### src/rtl/ttp_mul.sv
// shared signed multiplier with registered product
`default_nettype none
module ttp_mul (
    input  wire                 i_clk,
    input  wire                 i_en,
    input  wire  signed [35:0]  i_a,
    input  wire  signed [35:0]  i_b,
    output logic signed [71:0]  o_p
);
    logic signed [71:0] r_p;

    always_ff @(posedge i_clk) begin
        if (i_en) begin
            r_p <= i_a * i_b;
        end
    end

    assign o_p = r_p;
endmodule
`default_nettype wire

### config.mk
export PLATFORM = sky130hd
export DESIGN_NAME = ttp_mul
export DESIGN_NICKNAME = d
export VERILOG_FILES = /design/src/rtl/ttp_mul.sv
export SDC_FILE = /design/constraint.sdc
export NUM_CORES = 2
export LEC_CHECK = 0
export BUFFER_PORTS_ARGS = -buffer_cell sky130_fd_sc_hd__clkbuf_2
export CORE_MARGIN = 2
export CORE_UTILIZATION = 45
export CTS_CLUSTER_SIZE = 14
export DETAILED_ROUTE_END_ITERATION = 6
export PLACE_DENSITY = 0.6
export REMOVE_ABC_BUFFERS = 1
export SKIP_LAST_GASP = 1
export SLEW_MARGIN = 20
export SYNTH_ARGS = -nofsm -noshare
export SYNTH_HDL_FRONTEND = slang
export SYNTH_SLANG_ARGS = --single-unit
### constraint.sdc
create_clock -name i_clk -period 23.6 [get_ports i_clk]
set_clock_uncertainty 0.2 [all_clocks]
set_input_delay 4.72 -clock i_clk [delete_from_list [all_inputs] [get_ports i_clk]]
set_output_delay 4.72 -clock i_clk [all_outputs]
set_load 0.02 [all_outputs]
After elaboration in Yosys (flattened, before gate mapping)
Cells that the tools add are included.
Widths: inputs -> output; s select.
Word-level totals
  flip-flop bits (word level): 72
Operators by class
  multiply operators: 1
Operator list (count)
  $mul 36x36->72: 1

Depth between registers and ports, before layout
  depth after elaboration: 1
  gate-level depth with buffers: 30
  gate-level depth less buffers: 27

Least setup slack after synthesis
No wires, ideal clock.
  path type: input port to flip-flop
  start point: in i_a[35]
  end point: reg r_p[69] (netlist: o_p[69]) (data pin)
  slack: 11.163 ns
  setup time: 0.269 ns
  cell stages on the path: 22
  buffers on the path: 3
  arrival time: 11.968 ns
  cells stage by stage: clkbuf_1 clkbuf_1 nand2_1 inv_1 fa_1 fa_1 fa_1 fa_1 fa_1 fa_1 fa_1 fa_1 ha_1 clkbuf_1 a21o_1 a21o_1 a21oi_1 nand2_1 and3_1 a211oi_1 o31ai_1 xor2_1
On the way
  cells in the longest elaborated chain, start to end: 1
Ends and longest elaborated chain
  from (decl): RTL line 6  | input wire signed [35:0] i_a,
  $mul 36x36->72: RTL line 14  | r_p <= i_a * i_b;
  to (signal assigned): RTL line 14
  to (decl): RTL line 10  | logic signed [71:0] r_p;
Every way passes these cells.
A chain may end at the register's enable or synchronous reset.

Worst setup path in the final report
  start point: in i_b[1]
  end point: reg r_p[68] (netlist: o_p[68]) (data pin)
On the way
  cells in the longest elaborated chain, start to end: 1
Ends and longest elaborated chain
  from (decl): RTL line 7  | input wire signed [35:0] i_b,
  $mul 36x36->72: RTL line 14
Every way passes these cells.

==> flow_summary_export.csv <==
group,metric,value,unit
yosys,async_reset_ff_share,0,%
run,drv_cap,0,
floorplan,die_y,331,um
sta,finalSetupTns,0,ns
global_routing,antenna_found_initial,6,
critical_path,worstPathRequired,23.49,ns
sta,post-route-period-util,56.7,%
global_routing,grt_pass1_wl,214000,um
placement,hpwl,104000,um
floorplan,num_rows,120,
global_routing,grt_use_met1,34.5,%
clocking,cts_buffer_depth,2,
global_routing,grt_pass1_vias,37000,
floorplan,die_width,331,um
critical_path,crit_path_start,"i_b[1]",
critical_path,startpoint_type,"input port",
clocking,cts_made_buffers,9,
final_layout,largest_register_ffs,72,
sta,hold_viol_final,0,
min_path,worstHoldStart,"i_en",
critical_path,cp-end-kind,"flip-flop",
sta,slew_headroom,21.5,%
critical_path,cp.arrival,13.26,ns
sta,worst_pin_slew,1.18,ns
final_layout,fin_nets,6705,
detailed_routing,viasPerCell,5.19,
sta,setup_viol,0,
yosys,syn-instance-count,5104,
yosys,ys_types,65,
critical_path,worstSetupPathType,"input port to flip-flop",
clocking,clockRootBuffer,"clkbuf_16",
yosys,synth.cell_area,0.0482,sq mm
clocking,cts_resized,0,
yosys,synth_edf_count,72,
critical_path,cp_max_fo,36,
clocking,ctsHoldBuffers,0,
sta,grt_setup_unrepaired,"false",
floorplan,core,0.107,sq mm
sta,maxSlewViolCount,0,
yosys,syn_area_per_cell,9.43,sq um
global_routing,grt_util_met3,3.55,%
final_layout,layout-drive-gt1-share,4.80,%
min_path,worstHoldPathType,"input port to flip-flop",
yosys,ys_seq_area_share,4.49,%
clocking,cts_htree_levels,3,
floorplan,start_util,45.2,%
detailed_routing,drt_pass1_iterations,6,
min_path,hold_depth,1,
final_layout,n_antenna_cell,0,
sta,period_minus_slack,13.37,ns
global_routing,grt_max_degree,45,
min_path,whs_endpoint,"o_p[9]",
yosys,ys.warnings.count,0,
clocking,cts_sinks,72,
detailed_routing,postRouteAntennaNets,0,
detailed_routing,dr_total_vias,33400,
floorplan,io_pins,146,
sta,max_freq,74.8,MHz
sta,timing.hold.ws,4.60,ns
global_routing,overflow,0,
detailed_routing,wl_per_cell,20.7,um
clocking,cts_setup_buffers,0,
global_routing,track_usage,25.7,%
global_routing,grt_busiest_layer,"met2",
final_layout,area_growth_syn_to_layout,4.58,%
yosys,synth_seq_cells,72,
detailed_routing,drc,0,
detailed_routing,routed_wl,133000,um
floorplan,die-area,0.110,sq mm
detailed_routing,drt-initial-drc-count,2330,
clocking,clk_pin_slew,0.06,ns
global_routing,use_met2,44.3,%
run_status,status,"completed",
placement,gp_congestion,0.965,
clocking,cts_tree,"done",
placement,portBuffers,145,
yosys,synthFlopType,"edfxtp_1",
-- stage by stage --
stage | utilization [%] | cells | worst slack [ns] | cell area, sq um
2_1_floorplan | - | 4811 | 11.69 | 47000
3_3_place_gp | 46.9 | 6425 | 10.12 | 50000
3_5_place_dp | 46.9 | 6425 | 10.07 | 50000
4_1_cts | 47.2 | 6440 | 10.43 | 50400
5_1_grt | 47.2 | 6440 | 9.86 | 50400
6_report | 47.2 | 6440 | 10.23 | 50400
-- cells in the mapped netlist, drive strengths merged, types with 5 or more instances --
cell	n	share of area, %
a211oi	8	0.12
a21oi	70	0.74
fa	1379	57
o21bai	10	0.16
o21ai	46	0.49
or3	5	0.086
or2	6	0.078
nand2b	12	0.16
nor2	43	0.34
xor2	28	0.51
buf	6	0.068
nand4	20	0.26
and2	559	7.3
nor2b	36	0.47
edfxtp	72	4.5
nand2	760	5.9
and3	7	0.091
a31oi	9	0.12
o21a	7	0.11
clkbuf	287	2.2
nand3	19	0.21
a21o	37	0.58
ha	219	5.7
inv	1344	10
xnor2	52	0.95
nor3	11	0.11
-- logic make-up (layout without fill, tap and decap cells) --
kind of cell / count (synthesis) / after routing / synth area share [%]
XOR/XNOR: 80 / 80 / 1.46
multiplexers: 2 / 2 / 0.0442
buffers and inverters: 1637 / 1570 / 12.8
AO/OA/AOI/OAI: 228 / 228 / 3.05
AND/OR/NAND/NOR: 1487 / 1487 / 15.2
flip-flops: 72 / 72 / 4.49
adder cells (fa/ha/maj): 1598 / 1598 / 63.0
-- how the worst max path moves through the flow --
stage,end
finish,o_p[68]
detailed placement,o_p[68]
CTS,o_p[68]
global placement,o_p[68]
floorplan,o_p[69]
global route,o_p[68]
-- worst max-delay path: stages --
cell and delay (ns):
clkbuf_2 0.57, and2_1 0.41, fa_1 0.70, fa_1 0.63, fa_1 0.89, inv_1 0.28
fa_1 0.62, fa_1 0.45, fa_1 0.57, fa_1 0.43, fa_1 0.49, inv_1 0.04
ha_1 0.36, a21o_1 0.21, a21oi_1 0.30, o21ai_0 0.15, o21ai_1 0.37, a31oi_1 0.19
or3_1 0.34, o21ai_2 0.21, o41ai_1 0.14, xor2_1 0.15
-- layout by cell type (no fill, tap or decap), types with 4 or more instances in the layout --
master     netlist  final
a31oi_1          9      9
o211ai_1         4      4
nand2_1        760    760
nor2b_1         36     36
xor2_1          28     28
fa_1          1379   1379
clkbuf_2         0    143
clkbuf_16        0      9
a211oi_1         8      8
nor2_1          43     43
nand2b_1        12     12
nor3_1          11     11
o21a_1           7      7
a21oi_1         69     69
a21o_1          37     37
xnor2_1         52     52
nand4_1         20     20
o21ai_0         29     29
o21bai_1        10     10
or2_2            5      5
o21ai_1         15     15
and2_1         559    559
and3_1           7      7
nand3_1         18     18
inv_1         1344   1344
edfxtp_1        72     72
buf_4            1     67
ha_1           219    219
-- cell type report --
cell class	instances	area (sq um)
clock buffer	9	225
inverter	1344	5040
clock inverter	6	109
multi-input combinational	3395	39800
sequential	72	2160
tap	1403	1760
fill	10200	56200
timing repair buffer	211	1220
-- routing by layer --
metal	part of all wire (%)	up-vias
met5	0	-
met4	2.8	0
met3	6.0	224
met2	50	1148
met1	41	17800
li1	-	14300
Power is left out: the tool's default activity adds up to more than one toggle a clock period on the data nets, which glitch-free logic cannot reach.
