==> src/rtl/ttp_pkg.sv <==
// shared types, constants and coefficient table of the transition row generator
`default_nettype none
package ttp_pkg;

    localparam int DIV_NW = 66;
    localparam int DIV_DW = 50;
    localparam int DIV_QW = 21;
    localparam int DIV_TW = 5;

    localparam logic [12:0] SNR_CAP    = 13'd5120;
    localparam logic [12:0] SNR_CAP_C  = 13'd4864;
    localparam logic [1:0]  BASE_C     = 2'd1;
    localparam logic [30:0] LOG2E_Q30  = 31'd1549082005;
    localparam logic [29:0] LN2_Q30    = 30'd744261118;
    localparam logic [27:0] X_DIVISOR  = 28'd244140625;
    // floor(2^61 / X_DIVISOR)
    localparam logic [34:0] X_RECIP    = 35'd9444732965;
    localparam logic signed [49:0] CLAMP_X = 50'sd16000000000000;

    typedef struct packed {
        logic [1:0] base_code;
        logic       is_last;
    } t_in_beat;

    typedef struct packed {
        logic [1:0]  position_base;
        logic [15:0] match_prob;
        logic [15:0] branch_prob;
        logic [15:0] stick_prob;
        logic [15:0] deletion_prob;
        logic        row_last;
    } t_row;

    // ceil(2^34 / n): exact floor division by n for values below 2^31
    function automatic logic [34:0] recip_m(input logic [3:0] n);
        logic [34:0] m;
        case (n)
            4'd1:    m = 35'd17179869184;
            4'd2:    m = 35'd8589934592;
            4'd3:    m = 35'd5726623062;
            4'd4:    m = 35'd4294967296;
            4'd5:    m = 35'd3435973837;
            4'd6:    m = 35'd2863311531;
            4'd7:    m = 35'd2454267027;
            4'd8:    m = 35'd2147483648;
            default: m = 35'd0;
        endcase
        return m;
    endfunction

    // coefficient in units of 1e-12, by base, repeat flag, polynomial and power
    function automatic logic signed [43:0] coef_at(input logic [1:0] curr, input logic rep,
                                                   input logic [1:0] j, input logic [1:0] p);
        logic [6:0] r3;
        logic [6:0] idx;
        logic signed [43:0] c;
        r3  = 7'({curr, rep}) * 7'd3 + 7'(j);
        idx = {r3[4:0], p};
        case (idx)
            7'd0:  c = 44'sd2359360608956;
            7'd1:  c = -44'sd463630601682;
            7'd2:  c = 44'sd17920689776;
            7'd3:  c = -44'sd230839937;
            7'd4:  c = 44'sd3228478306258;
            7'd5:  c = -44'sd88682021493;
            7'd6:  c = 44'sd5559817127;
            7'd7:  c = -44'sd137686231;
            7'd8:  c = -44'sd101031042923;
            7'd9:  c = -44'sd13878376783;
            7'd10: c = -44'sd1534080195;
            7'd11: c = 44'sd7667803;
            7'd12: c = 44'sd3761224806675;
            7'd13: c = -44'sd536010820176;
            7'd14: c = 44'sd27537505938;
            7'd15: c = -44'sd470200724;
            7'd16: c = 44'sd3575177253585;
            7'd17: c = -44'sd25754529537;
            7'd18: c = -44'sd163673803;
            7'd19: c = 44'sd5325698;
            7'd20: c = 44'sd858421613302;
            7'd21: c = -44'sd27665421684;
            7'd22: c = -44'sd88554976;
            7'd23: c = -44'sd48535590;
            7'd24: c = 44'sd5956054206161;
            7'd25: c = -44'sd1718864708116;
            7'd26: c = 44'sd153315470604;
            7'd27: c = -44'sd4744885955;
            7'd28: c = 44'sd3894184644162;
            7'd29: c = -44'sd174182841558;
            7'd30: c = 44'sd17171929027;
            7'd31: c = -44'sd653629721;
            7'd32: c = 44'sd2405328870708;
            7'd33: c = -44'sd652606650098;
            7'd34: c = 44'sd68878386411;
            7'd35: c = -44'sd2464794946;
            7'd36: c = 44'sd5667255386747;
            7'd37: c = -44'sd1104621969339;
            7'd38: c = 44'sd87981109390;
            7'd39: c = -44'sd2593938008;
            7'd40: c = 44'sd4116827567670;
            7'd41: c = -44'sd124758322644;
            7'd42: c = 44'sd6597951779;
            7'd43: c = -44'sd361914629;
            7'd44: c = 44'sd3171038185074;
            7'd45: c = -44'sd729020290806;
            7'd46: c = 44'sd74978469039;
            7'd47: c = -44'sd2627795174;
            7'd48: c = 44'sd3535083046305;
            7'd49: c = -44'sd788027301381;
            7'd50: c = 44'sd46936780341;
            7'd51: c = -44'sd1062219247;
            7'd52: c = 44'sd2854401842222;
            7'd53: c = 44'sd166346531056;
            7'd54: c = -44'sd16616182815;
            7'd55: c = 44'sd439492705;
            7'd56: c = 44'sd238188180807;
            7'd57: c = 44'sd58944352288;
            7'd58: c = -44'sd12340104595;
            7'd59: c = 44'sd336854126;
            7'd60: c = 44'sd3819207787030;
            7'd61: c = -44'sd540309003502;
            7'd62: c = 44'sd38956926489;
            7'd63: c = -44'sd901245733;
            7'd64: c = 44'sd3313222161457;
            7'd65: c = 44'sd123514009118;
            7'd66: c = -44'sd8074014066;
            7'd67: c = 44'sd230843924;
            7'd68: c = 44'sd2060068775205;
            7'd69: c = -44'sd451486652688;
            7'd70: c = 44'sd37521289817;
            7'd71: c = -44'sd937676250;
            7'd72: c = 44'sd5361992806813;
            7'd73: c = -44'sd1460999089855;
            7'd74: c = 44'sd126755291030;
            7'd75: c = -44'sd3910273446;
            7'd76: c = 44'sd3415971431030;
            7'd77: c = -44'sd66984162951;
            7'd78: c = 44'sd13894487778;
            7'd79: c = -44'sd558939998;
            7'd80: c = 44'sd1373713767948;
            7'd81: c = -44'sd246963827944;
            7'd82: c = 44'sd20967423134;
            7'd83: c = -44'sd684856715;
            7'd84: c = 44'sd5393083682367;
            7'd85: c = -44'sd1329315680572;
            7'd86: c = 44'sd107844580241;
            7'd87: c = -44'sd3164629034;
            7'd88: c = 44'sd4210314049560;
            7'd89: c = -44'sd347546363361;
            7'd90: c = 44'sd29383917930;
            7'd91: c = -44'sd893802212;
            7'd92: c = 44'sd2331438898513;
            7'd93: c = -44'sd586068444099;
            7'd94: c = 44'sd40044954697;
            7'd95: c = -44'sd957298861;
            default: c = 44'sd0;
        endcase
        return c;
    endfunction

endpackage
`default_nettype wire

==> src/rtl/ttp_div.sv <==
// bit-serial restoring divider, one quotient bit per cycle
`default_nettype none
module ttp_div (
    input  wire                            i_clk,
    input  wire                            i_rst_n,
    input  wire                            i_start,
    input  wire  [ttp_pkg::DIV_NW-1:0]     i_dividend,
    input  wire  [ttp_pkg::DIV_DW-1:0]     i_divisor,
    input  wire  [ttp_pkg::DIV_TW-1:0]     i_top,
    output logic                           o_done,
    output logic [ttp_pkg::DIV_QW-1:0]     o_quot
);
    import ttp_pkg::*;

    logic [DIV_NW-1:0] r_rem;
    logic [DIV_NW-1:0] r_den;
    logic [DIV_QW-1:0] r_q;
    logic [DIV_TW-1:0] r_cnt;
    logic              r_busy;
    logic              r_done;
    logic              w_ge;

    assign w_ge = (r_rem >= r_den);

    always_ff @(posedge i_clk) begin
        if (!i_rst_n) begin
            r_busy <= 1'b0;
            r_done <= 1'b0;
        end else begin
            r_done <= 1'b0;
            if (i_start) begin
                r_rem  <= i_dividend;
                r_den  <= {{(DIV_NW-DIV_DW){1'b0}}, i_divisor} << i_top;
                r_q    <= '0;
                r_cnt  <= i_top;
                r_busy <= 1'b1;
            end else if (r_busy) begin
                if (w_ge) begin
                    r_rem <= r_rem - r_den;
                end
                r_q   <= {r_q[DIV_QW-2:0], w_ge};
                r_den <= r_den >> 1;
                if (r_cnt == '0) begin
                    r_busy <= 1'b0;
                    r_done <= 1'b1;
                end else begin
                    r_cnt <= r_cnt - 1'b1;
                end
            end
        end
    end

    assign o_done = r_done;
    assign o_quot = r_q;
endmodule
`default_nettype wire

==> config.mk <==
export PLATFORM = sky130hd
export DESIGN_NAME = ttp_div
export DESIGN_NICKNAME = d
export VERILOG_FILES = /design/src/rtl/ttp_pkg.sv /design/src/rtl/ttp_div.sv
export SDC_FILE = /design/constraint.sdc
export NUM_CORES = 1
export LEC_CHECK = 0
export BUFFER_PORTS_ARGS = -buffer_cell sky130_fd_sc_hd__buf_2
export CORE_MARGIN = 3
export CORE_UTILIZATION = 25
export DETAILED_ROUTE_END_ITERATION = 8
export PLACE_DENSITY = 0.52
export SETUP_SLACK_MARGIN = 0.02
export SLEW_MARGIN = 25
export SYNTH_ARGS = -nofsm -noshare
export SYNTH_HDL_FRONTEND = slang
export SYNTH_SLANG_ARGS = --single-unit
==> constraint.sdc <==
create_clock -name i_clk -period 11 [get_ports i_clk]
set_input_delay 2.2 -clock i_clk [delete_from_list [all_inputs] [get_ports i_clk]]
set_output_delay 2.2 -clock i_clk [all_outputs]
set_load 0.02 [all_outputs]
; ---- Yosys cells after proc, flatten, opt, wreduce, memory -nomap -nowiden
; Cells that the tools add are included.
[op_classes]
add_sub_neg = 2
order_cmp = 1
n_eq_ne = 1
muxes = 13
reduce_logical = 7
shift = 1
bitwise = 2
[ops]
columns = cell, count
row1 = $mux W66, 5
row2 = $ge A66 B66 Y1, 1
row3 = $shl A50 B5 Y66, 1
row4 = $sub A66 B66 Y66, 1
row5 = $mux W21, 1
row6 = $mux W5, 3
row7 = $reduce_and A3 Y1, 2
row8 = $logic_not A5 Y1, 1
row9 = $sub A5 B1 Y5 const B, 1
row10 = $mux W1, 4
row11 = $reduce_bool A2 Y1, 2
row12 = $reduce_or A3 Y1, 1
row13 = $ne A2 B2 Y1 const B, 1
row14 = $not A1 Y1, 2
row15 = $reduce_and A2 Y1, 1
[word_totals]
reg_bits = 160
in_bits = 124
word_cells = 33
out_inout_bits = 22

; ---- Logic depth before layout (Yosys ltp)
[logic_depth]
depth_word = 4
depth_mapped = 12
ltp_nobuf = 12

; ---- Least setup slack after synthesis
; Ideal clock, no wire load.
[synth_timing]
path_type = in2reg
start = input port i_start
end = register r_rem[0], enable pin
required_ns = 10.488
path_buffers = 2
setup_ns = 0.512
path_slack_ns = 4.324
stages = 4
arrival_time_ns = 6.165
cell_sequence = clkbuf_1 clkbuf_1 o21ai_0 a21oi_1
[synth_between]
elab_chain_len = 2
word_cells_on_any_way = 3
classes_between = 3 x reduce/logical
[synth_lines]
columns = element, line
row1 = "start, declared", ttp_div.sv:6  ; input wire i_start,
row2 = $reduce_bool A2 Y1 (no line), --
row3 = $reduce_and A3 Y1 (no line) *, --
row4 = "end signal, assigned", ttp_div.sv:32  ; r_rem <= i_dividend;
row5 = "end signal, assigned", ttp_div.sv:39  ; r_rem <= r_rem - r_den;
row6 = "end, declared", ttp_div.sv:15  ; logic [DIV_NW-1:0] r_rem;
; Mark *: on every way between the ends. The rest lies on a longest branch, timed or not.
; A chain may end at the register's enable or synchronous reset.

; ---- Final worst setup path
[layout_timing]
start = input port i_top[0] (netlist bit)
end = register r_den[30] (data pin)
[layout_between]
elab_chain_len = 2
[layout_lines]
columns = element, line
row1 = "start, declared", ttp_div.sv:9  ; input wire [ttp_pkg::DIV_TW-1:0] i_top,
row2 = $shl A50 B5 Y66, ttp_div.sv:33  ; r_den <= {{(DIV_NW-DIV_DW){1'b0}}, i_divisor} << i_top;
row3 = $mux W66, ttp_div.sv:31  ; if (i_start) begin
row4 = "end signal, assigned", ttp_div.sv:33
row5 = "end signal, assigned", ttp_div.sv:42  ; r_den <= r_den >> 1;
row6 = "end, declared", ttp_div.sv:16  ; logic [DIV_NW-1:0] r_den;
; No other way between the ends.

==> flow_summary.ini <==
[placed_design]
post-place-ws_ns = 5.92
placement.io_buffers = 145
placed_cells_incl_taps = 2340
place.detailed.hpwl_um = 34700
gpl.final_weighted_congestion = 0.896
postPlaceCellArea_um2 = 15000

[grt]
grt_pass1_wl_um = 68100
initial_antenna_violation_count = 0
grt_start_max_net_pins = 99
overflow = 0
track_usage_pct = 15.3
first_global_vias = 11600

[power]
power_mw = 2.10
power.leakage_nw = 6.25
power.density_cell_area_nw_per_um2 = 136
worst_ir_drop_vdd_mv = 0.116

[final_layout]
layout.cell_area.non_filler_um2 = 15500
fillerInstances = 5796
layout.core_utilization_pct = 28.7
post_route_cells_drive_above_1_share_pct = 15.9
layout-area-overhead-vs-synth_pct = 13.4
final_cells = 2373
design.final.nets = 1856

[sta]
report.final.setup_viol = 0
final_critical_path_setup_slack_ns = 6.34
min_period_ns = 4.66
worst_pin_slew_ns = 1.03
setup_skew_ns = 0.0150
max-slew-margin-rel_pct = 31.2
max_clock_freq_mhz = 215
final.setup.tns_ns = 0
finalMaxSlewViolations = 0
hold_viol = 0
post_route_fraction_of_the_period_consumed_by_the_critical_path_pct = 42.4
setup_repair_after_global_routing_missed_its_margin = false
hold-worst-slack_ns = 0.513

[clock_tree]
cts_tree = yes
clock_input_transition_at_the_sequential_cells_of_the_worst_setup_and_hold_paths_ns = 0.07
cts_buffer_depth = 2
hold_buffers = 0
cts_root_buf = clkbuf_16
clock_sink_total = 160
worst_skew_pair.late_latency_ns = 0.45
postCtsResizedCells = 0
post-cts-setup-buffers = 0
cts-buffers-inserted = 17
h_tree_lvl_count = 4

[logic_synthesis]
ys_seq_elements = 160
synth_commonest_cells = nand2_1 (252), edfxtp_1 (158), o21ai_0 (147)
syn_avg_cell_area_um2 = 8.59
post_synth_main_area_contributors = edfxtp_1 (35%), nand2_1 (6.9%), mux4_2 (6.4%), ha_1 (6.2%), o21ai_0 (5.4%)
synth_area_um2 = 13700
synthFlopType = edfxtp_1
fraction_of_the_yosys_area_taken_by_sequential_cells_pct = 35.0
ys.warnings.count = 0
post_synth_num_cell_types = 80
post-synth-top-count-cell = nand2_1
synth.largest_area_cell = edfxtp_1
syn-instance-count = 1593
synthArstFlopShare_pct = 0
synth_edf_count = 158
netlist.area_leader.share_pct = 34.7
mappedNetlistNets = 1786

[routing]
num_vias = 12200
drt_pass1_iterations = 5
drc = 0
detail_route.wirelength_um = 44400
route.detailed.vias_per_inst = 5.14
detail-route-antenna-nets = 0
wl_per_cell_um = 18.7
initialDrtViolationCount = 1070

[die]
design.portCount = 146
num_rows = 85
dieHeight_um = 240
core_area_um2 = 54000
design.die.area_um2 = 57600
die_x_um = 240
start_util_pct = 25.3

[setup_path]
timing.reg2reg.worst_path_depth = 12
worstSetupEndpointType = flop
r2r-end = r_rem[2]
max_stage_delay_ns = 0.66
critical_path.most_common_cell = nor2_1
worst-endpoint-required_ns = 11.17
reg2reg_slack_ns = 6.43
cell_chain_of_the_critical_path = buf_4 -> mux2i_1 -> nor2_1 -> a31oi_1 -> nor2_1 -> a21oi_1 -> mux2_2 -> nor2_1 -> o21ai_0 -> o21ai_0
crit-reg2reg-launch = r_den[0]
worst_ep_arrival_time_ns = 4.83
critical_path.slowest_cell = buf_4
timing.setup.critical_path_class = in2reg
timing.critical_path.fanout_max = 59
startpoint_type = input port

[status]
outcome = completed

[worst_hold_path]
timing.hold.worst.class = reg2reg
hold_path_end = o_done
min_from = r_busy
hold-path-cell-count = 1

[flow_run]
maxCapViolCount = 0
## layer usage
layer | GRT usage [%] | routed length [um]
met1 | 22.7 | 21900
met3 | 2.06 | 2450
met4 | 4.19 | 814
met2 | 23.2 | 19300
met5 | 0 | 0
## cell usage in the layout (no fill, tap or decap), types with 21 or more instances in the layout
cell,n
nand2_1,252
edfxtp_1,158
o21ai_0,147
buf_2,141
nor2_1,132
a21oi_1,110
inv_1,95
ha_1,68
mux2i_1,42
mux4_2,39
a21o_1,37
o21ai_1,35
nor2b_1,33
nand3_1,30
xor2_1,29
o22ai_1,28
xnor2_1,24
nand4_1,21
## layout make-up
class	instances	area (um2)	area share, %
well taps	696	871	5.61
clock inverters	12	110	0.710
repair buffers	153	800	5.15
flip-flops and latches	160	4780	30.8
inverters	98	369	2.38
diodes	1	2.50	0.0161
clock buffers	20	447	2.88
multi-input cells	1233	8130	52.4
## critical path, delay by kind of cell
family | cells | cell delay, ns
AOI/OAI and AO/OA | 4 | 1.16
buffers and inverters | 1 | 0.66
muxes | 2 | 0.61
and+or+nand+nor | 3 | 0.18
## cells by family (layout without fill, tap and decap cells)
family                   Yosys count  count (layout)  synth area share [%]
XOR/XNOR                          53              53                  3.39
AO/OA/AOI/OAI                    476             476                  21.4
flip-flops                       160             160                  35.0
other                              0               1                     0
multiplexers                      96              96                  10.7
AND/OR/NAND/NOR                  539             539                  17.5
adder cells (fa/ha/maj)           69              69                  6.37
buffers and inverters            200             283                  5.64
## power breakdown
group	switching [mW]	leakage, nW	internal [mW]
combinational	0.473	4.46	0.278
clock	0.269	0.263	0.318
sequential	0.0204	1.53	0.745
## worst max path at each step
stage,from,to,slack (ns)
2_1_floorplan,i_start,r_rem[0],4.32
4_1_cts,i_top[0],r_den[30],6.37
5_1_grt,i_top[0],r_den[30],6.10
6_report,i_top[0],r_den[30],6.34
3_3_place_gp,i_top[0],r_den[30],5.95
3_5_place_dp,i_top[0],r_den[30],5.92
## sequential cells by signal (all words and copies together), names as in the netlist
name	count
o_quot	21
r_rem	66
r_cnt	5
r_den	66
o_done	1
r_busy	1
(Power assumes the default switching activity.)
